### config.mk
export PLATFORM = sky130hd
export DESIGN_NAME = lru_key_value_cache_unit
export DESIGN_NICKNAME = d
export VERILOG_FILES = /design/src/rtl/core/lkv_pkg.sv /design/src/rtl/core/lru_key_value_cache_unit.sv /design/src/rtl/core/lkv_ram.sv /design/src/rtl/core/lkv_datapath.sv /design/src/rtl/core/lkv_ctrl.sv
export SDC_FILE = /design/constraint.sdc
export NUM_CORES = 2
export LEC_CHECK = 0
export ABC_CLOCK_PERIOD_IN_PS = 8700
export BUFFER_PORTS_ARGS = -buffer_cell sky130_fd_sc_hd__buf_4
export CORE_MARGIN = 1
export CORE_UTILIZATION = 55
export CTS_CLUSTER_DIAMETER = 30
export CTS_CLUSTER_SIZE = 40
export DETAILED_ROUTE_END_ITERATION = 8
export GPL_TIMING_DRIVEN = 0
export PLACE_DENSITY_LB_ADDON = 0.15
export SLEW_MARGIN = 10
export SYNTH_ARGS = -nofsm -noshare
export SYNTH_HDL_FRONTEND = slang
export SYNTH_SLANG_ARGS = --single-unit
### constraint.sdc
create_clock -name i_clk -period 8.7 [get_ports i_clk]
set_clock_uncertainty 0.2 [all_clocks]
set_input_delay 0.435 -clock i_clk [delete_from_list [all_inputs] [get_ports i_clk]]
set_output_delay 0.435 -clock i_clk [all_outputs]
set_load 0.005 [all_outputs]
### src/rtl/core/lkv_pkg.sv
// ---------------------------------------------------------------------------
// lkv_pkg: shared definitions for the LRU key/value cache
// Sizes, command codes and the controller/datapath interface structs.
// ---------------------------------------------------------------------------
`default_nettype none

package lkv_pkg;

    // Table geometry
    localparam int LKV_ENTRIES = 16;
    localparam int LKV_SLOT_W  = $clog2(LKV_ENTRIES);
    localparam int LKV_AGE_W   = $clog2(LKV_ENTRIES);
    localparam int LKV_CNT_W   = $clog2(LKV_ENTRIES + 1);

    // Field widths
    localparam int LKV_KEY_W = 32;
    localparam int LKV_VAL_W = 32;
    localparam int LKV_CAP_W = 5;

    // Configuration
    localparam int                 LKV_ADDR_W    = 3;
    localparam logic [LKV_CAP_W-1:0] LKV_CAP_RESET = 5'd16;
    localparam logic               REG_CAPACITY  = 1'b0;

    // Item commands
    localparam logic CMD_GET = 1'b0;
    localparam logic CMD_PUT = 1'b1;

    // Controller to datapath
    typedef struct packed {
        logic capture;   // latch the incoming item
        logic exec;      // look up and update the table
        logic load_out;  // move the result into the output register
    } t_ctrl_cmd;

    // Datapath to controller
    typedef struct packed {
        logic                 is_put;
        logic [LKV_CNT_W-1:0] count;
    } t_dp_status;

endpackage

`default_nettype wire

### src/rtl/core/lru_key_value_cache_unit.sv
// ---------------------------------------------------------------------------
// lru_key_value_cache_unit: fully associative key/value cache, LRU replace
//
// Input channel (i_in_valid / o_in_stall) carries one item: i_command
// (get or put), i_key and i_value. A get gives one result on the output
// channel (o_out_valid / i_out_stall): o_hit and o_read_value, zero on a
// miss. A put gives no result; it updates a present key or inserts a new
// one, evicting the least recent entry once the entry count reaches the
// capacity register (APB, byte address 0, reset 16).
// Sequence: a put passes the accept and table update states before the next
// accept; a get also passes the response state, where the registered read of
// the value RAM is loaded into the result. The result sits in an output
// register, so the next item is accepted while it waits; a get whose result
// cannot load because the previous one is still stalled holds in the
// response state.
// Reset (synchronous, active low) empties the table at once and sets the
// capacity to 16; no clearing pass is needed.
// ---------------------------------------------------------------------------
`default_nettype none

module lru_key_value_cache_unit (
    input  wire logic                                 i_clk,
    input  wire logic                                 i_rst_n,
    // Item input
    input  wire logic                                 i_in_valid,
    output logic                                      o_in_stall,
    input  wire logic                                 i_command,
    input  wire logic signed [lkv_pkg::LKV_KEY_W-1:0] i_key,
    input  wire logic signed [lkv_pkg::LKV_VAL_W-1:0] i_value,
    // Result output
    output logic                                      o_out_valid,
    input  wire logic                                 i_out_stall,
    output logic                                      o_hit,
    output logic signed      [lkv_pkg::LKV_VAL_W-1:0] o_read_value,
    // Configuration
    input  wire logic                                 psel,
    input  wire logic                                 penable,
    input  wire logic                                 pwrite,
    input  wire logic        [lkv_pkg::LKV_ADDR_W-1:0] paddr,
    input  wire logic        [31:0]                   pwdata,
    output logic             [31:0]                   prdata,
    output logic                                      pready
);

    import lkv_pkg::*;

    logic [LKV_CAP_W-1:0] r_capacity;
    logic                 cfg_wr;
    t_ctrl_cmd            cmd;
    t_dp_status           status;
    logic [LKV_VAL_W-1:0] read_value;

    // Capacity register
    assign pready = 1'b1;
    assign cfg_wr = psel && penable && pwrite && pready;

    always_ff @(posedge i_clk) begin
        if (!i_rst_n) begin
            r_capacity <= LKV_CAP_RESET;
        end else if (cfg_wr && (paddr[2] == REG_CAPACITY)) begin
            r_capacity <= pwdata[LKV_CAP_W-1:0];
        end
    end

    assign prdata = (paddr[2] == REG_CAPACITY) ? 32'(r_capacity) : '0;

    lkv_ctrl u_ctrl (
        .i_clk       (i_clk),
        .i_rst_n     (i_rst_n),
        .i_in_valid  (i_in_valid),
        .o_in_stall  (o_in_stall),
        .o_out_valid (o_out_valid),
        .i_out_stall (i_out_stall),
        .i_status    (status),
        .o_cmd       (cmd)
    );

    lkv_datapath u_datapath (
        .i_clk        (i_clk),
        .i_rst_n      (i_rst_n),
        .i_cmd        (cmd),
        .o_status     (status),
        .i_command    (i_command),
        .i_key        (i_key),
        .i_value      (i_value),
        .i_capacity   (r_capacity),
        .o_hit        (o_hit),
        .o_read_value (read_value)
    );

    assign o_read_value = read_value;

`ifndef NO_ASSERTIONS
    // An accepted item blocks the input for the next cycle
    a_accept_blocks: assert property (@(posedge i_clk) disable iff (!i_rst_n)
        (i_in_valid && !o_in_stall) |=> o_in_stall)
        else $error("input not stalled after accept");

    // The entry count never exceeds the table size
    a_count_bound: assert property (@(posedge i_clk) disable iff (!i_rst_n)
        status.count <= LKV_CNT_W'(LKV_ENTRIES))
        else $error("entry count out of range");

    // A new result appears only after a load command
    a_out_from_load: assert property (@(posedge i_clk) disable iff (!i_rst_n)
        $rose(o_out_valid) |-> $past(cmd.load_out))
        else $error("output valid without load");

    // A miss reports a zero value
    a_miss_zero: assert property (@(posedge i_clk) disable iff (!i_rst_n)
        (o_out_valid && !o_hit) |-> (o_read_value == '0))
        else $error("miss with nonzero value");
`endif

endmodule

`default_nettype wire

### src/rtl/core/lkv_ram.sv
// ---------------------------------------------------------------------------
// lkv_ram: generic single-write, single-read RAM
// One write port and one read port with registered read data.
// ---------------------------------------------------------------------------
`default_nettype none

module lkv_ram #(
    parameter int WIDTH = 32,
    parameter int DEPTH = 16
) (
    input  wire logic                     i_clk,
    input  wire logic                     i_we,
    input  wire logic [$clog2(DEPTH)-1:0] i_waddr,
    input  wire logic [WIDTH-1:0]         i_wdata,
    input  wire logic                     i_re,
    input  wire logic [$clog2(DEPTH)-1:0] i_raddr,
    output logic      [WIDTH-1:0]         o_rdata
);

    logic [WIDTH-1:0] r_mem [DEPTH];

    // Write port
    always_ff @(posedge i_clk) begin
        if (i_we) begin
            r_mem[i_waddr] <= i_wdata;
        end
    end

    // Registered read port
    always_ff @(posedge i_clk) begin
        if (i_re) begin
            o_rdata <= r_mem[i_raddr];
        end
    end

endmodule

`default_nettype wire

### src/rtl/core/lkv_datapath.sv
// ---------------------------------------------------------------------------
// lkv_datapath: tag store, recency ranks and value memory
// Parallel key match, victim and free-slot selection, age update, output
// register.
// ---------------------------------------------------------------------------
`default_nettype none

module lkv_datapath (
    input  wire logic                             i_clk,
    input  wire logic                             i_rst_n,
    input  wire lkv_pkg::t_ctrl_cmd               i_cmd,
    output lkv_pkg::t_dp_status                   o_status,
    input  wire logic                             i_command,
    input  wire logic [lkv_pkg::LKV_KEY_W-1:0]    i_key,
    input  wire logic [lkv_pkg::LKV_VAL_W-1:0]    i_value,
    input  wire logic [lkv_pkg::LKV_CAP_W-1:0]    i_capacity,
    output logic                                  o_hit,
    output logic      [lkv_pkg::LKV_VAL_W-1:0]    o_read_value
);

    import lkv_pkg::*;

    // Latched item
    logic                 r_cmd;
    logic [LKV_KEY_W-1:0] r_key_in;
    logic [LKV_VAL_W-1:0] r_val_in;

    // Table state
    logic [LKV_ENTRIES-1:0] r_valid, n_valid;
    logic [LKV_KEY_W-1:0]   r_key [LKV_ENTRIES];
    logic [LKV_AGE_W-1:0]   r_age [LKV_ENTRIES];
    logic [LKV_AGE_W-1:0]   n_age [LKV_ENTRIES];
    logic [LKV_CNT_W-1:0]   r_count, n_count;
    logic                   r_hit;

    // Lookup results
    logic [LKV_ENTRIES-1:0] match;
    logic                   hit;
    logic [LKV_SLOT_W-1:0]  hit_idx, victim_idx, free_idx, target;
    logic [LKV_CNT_W-1:0]   eff_cap, cnt_m1, age_lim;
    logic [LKV_AGE_W-1:0]   oldest_age;
    logic                   evict, is_put, do_touch, do_insert;
    logic [LKV_VAL_W-1:0]   ram_rdata;

    // Clamp capacity into 1..LKV_ENTRIES
    always_comb begin
        if (i_capacity == '0) begin
            eff_cap = LKV_CNT_W'(1);
        end else if (LKV_CNT_W'(i_capacity) > LKV_CNT_W'(LKV_ENTRIES)
                     || i_capacity > LKV_CAP_W'(LKV_ENTRIES)) begin
            eff_cap = LKV_CNT_W'(LKV_ENTRIES);
        end else begin
            eff_cap = LKV_CNT_W'(i_capacity);
        end
    end

    // Ranks of valid slots are always 0..count-1, so the oldest has rank count-1
    assign cnt_m1     = r_count - LKV_CNT_W'(1);
    assign oldest_age = cnt_m1[LKV_AGE_W-1:0];

    // Parallel key compare and slot encoders
    always_comb begin
        hit_idx    = '0;
        victim_idx = '0;
        free_idx   = '0;
        for (int i = 0; i < LKV_ENTRIES; i++) begin
            match[i] = r_valid[i] && (r_key[i] == r_key_in);
            if (match[i]) begin
                hit_idx = hit_idx | LKV_SLOT_W'(i);
            end
            if (r_valid[i] && (r_age[i] == oldest_age)) begin
                victim_idx = victim_idx | LKV_SLOT_W'(i);
            end
        end
        for (int i = LKV_ENTRIES - 1; i >= 0; i--) begin
            if (!r_valid[i]) begin
                free_idx = LKV_SLOT_W'(i);
            end
        end
    end

    assign hit    = |match;
    assign is_put = (r_cmd == CMD_PUT);
    assign evict  = (r_count >= eff_cap) && (r_count != '0);
    assign target = hit ? hit_idx : (evict ? victim_idx : free_idx);

    assign do_touch  = i_cmd.exec && (is_put || hit);
    assign do_insert = is_put && !hit && !evict;

    // Entries younger than the limit age by one; a new key ages everyone
    assign age_lim = do_insert ? LKV_CNT_W'(LKV_ENTRIES) : LKV_CNT_W'(r_age[target]);

    always_comb begin
        n_valid = r_valid;
        n_count = r_count;
        for (int i = 0; i < LKV_ENTRIES; i++) begin
            n_age[i] = r_age[i];
        end
        if (do_touch) begin
            for (int i = 0; i < LKV_ENTRIES; i++) begin
                if (r_valid[i] && (LKV_CNT_W'(r_age[i]) < age_lim)) begin
                    n_age[i] = r_age[i] + LKV_AGE_W'(1);
                end
            end
            n_age[target] = '0;
            if (is_put) begin
                n_valid[target] = 1'b1;
            end
            if (do_insert) begin
                n_count = r_count + LKV_CNT_W'(1);
            end
        end
    end

    // Table control state
    always_ff @(posedge i_clk) begin
        if (!i_rst_n) begin
            r_valid <= '0;
            r_count <= '0;
            for (int i = 0; i < LKV_ENTRIES; i++) begin
                r_age[i] <= '0;
            end
        end else begin
            r_valid <= n_valid;
            r_count <= n_count;
            for (int i = 0; i < LKV_ENTRIES; i++) begin
                r_age[i] <= n_age[i];
            end
        end
    end

    // Key store and item latch
    always_ff @(posedge i_clk) begin
        if (i_cmd.capture) begin
            r_cmd    <= i_command;
            r_key_in <= i_key;
            r_val_in <= i_value;
        end
        if (do_touch && is_put) begin
            r_key[target] <= r_key_in;
        end
        if (i_cmd.exec) begin
            r_hit <= hit;
        end
    end

    // Value memory: write on put, read the hit slot on get
    lkv_ram #(
        .WIDTH (LKV_VAL_W),
        .DEPTH (LKV_ENTRIES)
    ) u_value_ram (
        .i_clk   (i_clk),
        .i_we    (i_cmd.exec && is_put),
        .i_waddr (target),
        .i_wdata (r_val_in),
        .i_re    (i_cmd.exec && !is_put),
        .i_raddr (target),
        .o_rdata (ram_rdata)
    );

    // Output register: zero value on a miss
    always_ff @(posedge i_clk) begin
        if (i_cmd.load_out) begin
            o_hit        <= r_hit;
            o_read_value <= r_hit ? ram_rdata : '0;
        end
    end

    assign o_status.is_put = is_put;
    assign o_status.count  = r_count;

endmodule

`default_nettype wire

### src/rtl/core/lkv_ctrl.sv
// ---------------------------------------------------------------------------
// lkv_ctrl: item sequencer for the LRU key/value cache
// Accept, execute and respond states plus the output valid flag.
// ---------------------------------------------------------------------------
`default_nettype none

module lkv_ctrl (
    input  wire logic                 i_clk,
    input  wire logic                 i_rst_n,
    input  wire logic                 i_in_valid,
    output logic                      o_in_stall,
    output logic                      o_out_valid,
    input  wire logic                 i_out_stall,
    input  wire lkv_pkg::t_dp_status  i_status,
    output lkv_pkg::t_ctrl_cmd        o_cmd
);

    import lkv_pkg::*;

    localparam logic [1:0] ST_IDLE = 2'd0;
    localparam logic [1:0] ST_EXEC = 2'd1;
    localparam logic [1:0] ST_RESP = 2'd2;

    logic [1:0] r_state, n_state;
    logic       r_out_valid, n_out_valid;

    // Next state and commands
    always_comb begin
        n_state        = r_state;
        o_cmd.capture  = 1'b0;
        o_cmd.exec     = 1'b0;
        o_cmd.load_out = 1'b0;
        case (r_state)
            ST_IDLE: begin
                if (i_in_valid) begin
                    o_cmd.capture = 1'b1;
                    n_state       = ST_EXEC;
                end
            end
            ST_EXEC: begin
                o_cmd.exec = 1'b1;
                n_state    = i_status.is_put ? ST_IDLE : ST_RESP;
            end
            ST_RESP: begin
                // Hold until the output register is free
                if (!r_out_valid || !i_out_stall) begin
                    o_cmd.load_out = 1'b1;
                    n_state        = ST_IDLE;
                end
            end
            default: begin
                n_state = ST_IDLE;
            end
        endcase
    end

    // Output valid: drop when taken, set on load
    assign n_out_valid = o_cmd.load_out || (r_out_valid && i_out_stall);

    always_ff @(posedge i_clk) begin
        if (!i_rst_n) begin
            r_state     <= ST_IDLE;
            r_out_valid <= 1'b0;
        end else begin
            r_state     <= n_state;
            r_out_valid <= n_out_valid;
        end
    end

    assign o_in_stall  = (r_state != ST_IDLE);
    assign o_out_valid = r_out_valid;

endmodule

`default_nettype wire
# After elaboration in Yosys (flattened, before gate mapping)
# Memories as Yosys holds them, arrays and structs flattened. A register that Yosys moved wholly into a read port is not among the register bits.
# Cells that the tools add are included.
[op_classes]
order_cmp = 22
addsub = 18
reduce_logical = 76
bitwise = 21
n_mux = 120
eq_ne = 35
[ops]
columns = ["op", "n"]
rows = [
  ["$eq A32 B32 Y1", 16],
  ["$mux W4", 83],
  ["$lt A4 B5 Y1", 16],
  ["$add A4 B1 Y4 const B", 16],
  ["$and A64 B64 Y64", 1],
  ["$mux W64", 1],
  ["$not A64 Y64", 1],
  ["$eq A4 B4 Y1", 15],
  ["$logic_and A1 B1 Y1", 60],
  ["$mux W3", 8],
  ["$mux W5", 4],
  ["$demux W4 S4", 1],
  ["$or A1 B1 Y1", 16],
  ["$or A16 B16 Y16", 1],
  ["$reduce_or A16 Y1", 1],
  ["$mux W1", 14],
  ["$mux W2", 7],
  ["$pmux W2 S3", 1],
  ["$reduce_and A2 Y1", 3],
  ["$add A5 B1 Y5 const B", 1],
  ["$ge A5 B5 Y1", 1],
  ["$ge A5 B5 Y1 const B", 1],
  ["$gt A5 B5 Y1 const B", 1],
  ["$logic_not A1 Y1", 5],
  ["other kinds (16)", 18],
]
[word_totals]
mem_count = 3
word_cells = 306
ramBits = 1088
register_bits = 128
[memory_table]
columns = ["memory", "depth", "width", "rd", "rd_clocked_by_memory_dff", "write_ports", "line", "text"]
rows = [
  ["u_datapath.r_key", 16, 32, 16, 0, 1, "lkv_datapath.sv:30", "logic [LKV_KEY_W-1:0] r_key [LKV_ENTRIES];"],
  ["u_datapath.u_value_ram.r_mem", 16, 32, 1, 1, 1, "lkv_ram.sv:20", "logic [WIDTH-1:0] r_mem [DEPTH];"],
  ["u_datapath.r_age", 16, 4, 17, 0, 16, "lkv_datapath.sv:31", "logic [LKV_AGE_W-1:0] r_age [LKV_ENTRIES];"],
]

# Logic depth before layout (Yosys ltp)
[logic_depth]
word_depth = 29
ltp_mapped = 30

# Cells and area by module
# A second synthesis with hierarchy kept.
[hier_totals]
cells_unflattened = 3580
area_unflattened_um2 = 55172.9
[by_module_without_submodules]
columns = ["mod", "seq_area_each_um2", "instances", "cells_per_inst", "area_per_inst_um2"]
rows = [
  ["lkv_datapath", 20049.2, 1, 2670, 34385.5],
  ["lkv_ram", 16335.7, 1, 838, 20174.3],
  ["lru_key_value_cache_unit", 100.1, 1, 58, 479.2],
  ["lkv_ctrl", 60.1, 1, 14, 133.9],
]

# Least setup slack after synthesis
# Ideal clock, no wire load.
[synth_timing]
path_type = "register to register"
startpoint = "register u_datapath.r_count[0]"
endpoint = "memory u_datapath.r_age[2][3] (netlist bit)"
setup_time_ps = 71
slack_ps = 1819
t_arrival_ps = 6610
path_buffers = 8
period_less_slack_ps = 6881
stages_incl_launch_ff = 27
path_cell_list = "dfxtp_1 > buf_2 > buf_1 > inv_1 > ha_1 > clkbuf_1 > buf_2 > xor2_1 > nand3_1 > o32ai_1 > nor4_2 > o21ai_4 > buf_6 > buf_2 > buf_2 > buf_2 > o211ai_1 > o211ai_1 > o21ai_0 > o211ai_1 > ha_1 > a21o_1 > a21oi_1 > nor4b_1 > a41oi_2 > or4_1 > a21oi_1"
[synth_lines]
columns = ["element", "line", "text"]
rows = [
  ["start: declaration", "lkv_datapath.sv:33", "logic [LKV_CNT_W-1:0] r_count, n_count;"],
  ["start signal: assignment", "lkv_datapath.sv:125", "r_count <= n_count;"],
  ["end: declaration", "lkv_datapath.sv:31", ""],
]

==> impl_metrics.py <==
metrics = {
    "status": {
        "outcome": "finished clean",
    },
    "critical_path": {
        "worstPathMaxFanout": 10,
        "required_ns": 9.23,
        "crit_path_start_kind": "flop",
        "critPathCaptureType": "flop",
        "crit_arrival_ns": 9.01,
        "critical_path_class": "flop to flop",
    },
    "routing": {
        "viasPerCell": 6.26,
        "ant_nets": 0,
        "dr.pass1.iters": 9,
        "drt-wirelength-per-cell_um": 29.3,
        "drt_iter0_markers": 4721,
        "drc": 0,
        "vias": 36300,
        "routed_wl_mm": 170,
    },
    "cts": {
        "cts.path.max_buffers": 4,
        "cts_made_buffers": 275,
        "cts_root_buf": "clkbuf_16",
        "clock_latency_ns": 0.87,
        "cts.reportedPaths.clkPinSlew_ns": 0.05,
        "clock-sinks": 1248,
        "cts_tree": "yes",
        "ctsHtreeMaxLevel": 5,
    },
    "sta": {
        "worst_pin_slew_ns": 1.36,
        "setup_ws_ns": 0.222,
        "fin_crit_ns": 8.48,
        "finalCritPeriodShare_pct": 97.5,
        "finalSetupViolations": 0,
        "max_freq_mhz": 118,
        "timing.hold.ws_ns": 0.0809,
        "hold_viol": 0,
        "grt_setup_unrepaired": "no",
        "finalMaxSlewViolations": 0,
        "tns_ns": 0,
        "relSlewSlack_pct": 9.05,
    },
    "placement": {
        "place_hpwl_mm": 106,
        "dp_slack_ns": -1.41,
        "port_buffers": 117,
        "gp_congestion": 0.990,
    },
    "global_route": {
        "grt_max_degree": 33,
        "busiest_layer": "met2",
        "globalRouteMet1Util_pct": 46.8,
        "antenna_found_initial": 5,
        "grt_pass1_wl_mm": 242,
        "grt_use_total_pct": 33.3,
        "grt_pass1_vias": 36100,
        "grt_remaining_overflow": 0,
        "met3_usage_pct": 7.48,
        "use_met2_pct": 50.5,
    },
    "logic_synthesis": {
        "yosysSeqAreaShare_pct": 66.5,
        "synth_top_family_by_area": "XOR/XNOR gates",
        "synth-simple-area-share_pct": 7.46,
        "synth-edff-count": 1155,
        "synth.area.mux_share_pct": 5.45,
        "ys_seq_elements": 1248,
        "synth_compound_area_share_pct": 6.49,
        "synth-xor-area-share_pct": 9.46,
        "synth.avg_cell_area_um2": 14.7,
        "synthArstFlopShare_pct": 0,
        "synth_fa_ha_area_share_pct": 1.64,
        "syn_area_um2": 55000,
        "synth_cells": 3739,
        "yosysWarnings": 0,
        "ys.flop_type": "edfxtp_1",
        "ys_types": 83,
    },
    "final_layout": {
        "layout_commonest_cell": "edfxtp_1",
        "layout-drive-gt1-share_pct": 21.6,
        "multi_input_area_um2": 17200,
        "nets": 4490,
        "seq_area_um2": 36500,
        "n_fill_cell": 6628,
        "final_cell_mix": "edfxtp_1 (1,155), xor2_1 (415), clkbuf_16 (278)",
        "syn_to_final_growth_pct": 24.9,
    },
    "die": {
        "dieArea_um2": 101000,
        "die_h_um": 318,
        "start_util_pct": 55.7,
        "core_region_area_um2": 98700,
        "std_cell_rows": 115,
        "fp.dieW_um": 318,
        "boundaryPins": 175,
    },
    "pwr": {
        "ir_drop_v": 0.000235,
        "power-per-cell-area_nw_per_um2": 253,
        "p_leak_nw": 23.7,
    },
    "job": {
        "drv_cap": 0,
    },
    "min_path": {
        "hold_class": "primary input to flop",
    },
}
layout make-up:
class	instances	area share [%]
inverters	41	0.224
flip-flops and latches	1248	53.2
clock inverters	161	2.60
repair buffers	272	4.10
well taps	1287	2.34
multi-input cells	2245	25.0
clock buffers	314	10.4
plain buffers	228	2.19
diodes	1	0.00364
kinds of logic after synthesis:
kind of cell / Yosys count
adders and majority gates: 72
xor gates and xnor gates: 577
other: 2
buffers and inverters: 272
muxes: 281
DFF: 1248
and+or+nand+nor: 756
AOI/OAI and AO/OA: 531
Yosys cell counts, types with 51 or more instances:
| library cell | instances | area share [%] |
|---|---|---|
| and2_1 | 55 | 0.63 |
| xor2_1 | 415 | 6.6 |
| mux2i_1 | 145 | 2.6 |
| clkbuf_1 | 88 | 0.60 |
| nor2_1 | 196 | 1.3 |
| nand3_1 | 66 | 0.60 |
| o21ai_0 | 51 | 0.46 |
| nand2_1 | 73 | 0.50 |
| ha_1 | 72 | 1.6 |
| a211oi_1 | 101 | 1.4 |
| a21oi_1 | 183 | 1.7 |
| nor4_1 | 147 | 1.7 |
| buf_4 | 56 | 0.76 |
| dfxtp_1 | 93 | 3.4 |
| xnor2_1 | 146 | 2.3 |
| edfxtp_1 | 1155 | 63 |
| nand4_1 | 65 | 0.74 |
| mux2_2 | 134 | 2.7 |
what timing repair did:
item                       4_1_cts  5_1_grt
gates resized for setup          7        8
setup buffers                   33        4
pin swaps                        0        2
gates cloned                     0        0
hold buffers                    73        0
hold endpoints to repair       108        0
setup endpoints to repair       64       47
path summary, 6_finish.rpt:
kind,from,to,slack [ns],cells past startpoint
setup / recovery,u_datapath.r_key_in[15],u_datapath.r_age[6][0],0.22,25
hold / removal,i_key[26],u_datapath.r_key_in[26],0.08,2
setup reg to reg,u_datapath.r_key_in[15],u_datapath.r_age[6][0],0.22,25
hold reg to reg,u_datapath.u_value_ram.o_rdata[25],u_datapath.o_read_value[25],0.32,1
layer usage:
| metal | routed length, um | part of all wire (%) |
|---|---|---|
| met5 | 0 | 0 |
| met4 | 6280 | 3.7 |
| met3 | 19500 | 11 |
| met2 | 76200 | 45 |
| met1 | 67800 | 40 |
critical path, stage by stage (launching register included):
cell,delay (ns)
edfxtp_1,0.45
buf_4,0.23
buf_6,0.20
xor2_1,0.19
nor4_1,0.65
nand4b_1,0.23
nor4_2,0.67
nand4bb_1,0.36
or3_1,0.15
buf_4,0.16
mux2_4,0.17
buf_6,0.16
clkbuf_1,0.47
clkbuf_2,0.62
clkbuf_2,0.50
nor2_1,0.11
o311ai_0,0.29
o211ai_1,0.39
buf_4,0.33
ha_1,0.19
a21o_1,0.19
a2111oi_0,0.40
nand3_1,0.19
o31ai_2,0.43
a21oi_1,0.13
a311oi_1,0.26
through the flow:
| step | std cells | instance area (um^2) | utilization, % | total power [W] |
|---|---|---|---|---|
| after global routing | 5796 | 68700 | 69.6 | 0.0178 |
| after floorplan | 3765 | 55100 | - | 0.00713 |
| after detailed placement | 5214 | 58800 | 59.5 | 0.00744 |
| final | 5797 | 68700 | 69.6 | 0.0174 |
| after global placement | 5169 | 57600 | 58.3 | 0.00742 |
| after CTS | 5793 | 68600 | 69.5 | 0.0174 |
where the power goes:
part	leakage, nW	internal [W]	switching, W
sequential	11.2	0.00662	0.0000574
combinational	8.18	0.000240	0.000474
clock	4.31	0.00673	0.00325
flip-flops by register name, summed over array words and instances (netlist names):
| signal | count |
|---|---|
| u_ctrl.o_out_valid | 1 |
| u_datapath.r_val_in | 32 |
| u_datapath.is_put | 1 |
| u_datapath.r_hit | 1 |
| u_datapath.r_valid | 16 |
| r_capacity | 5 |
| u_datapath.o_hit | 1 |
| u_ctrl.r_state | 2 |
| u_datapath.r_age | 64 |
| u_datapath.u_value_ram.r_mem | 512 |
| u_datapath.o_read_value | 32 |
| u_datapath.r_key_in | 32 |
| u_datapath.u_value_ram.o_rdata | 32 |
| u_datapath.r_count | 5 |
| u_datapath.r_key | 512 |
Power figures use the tool's default switching activity.
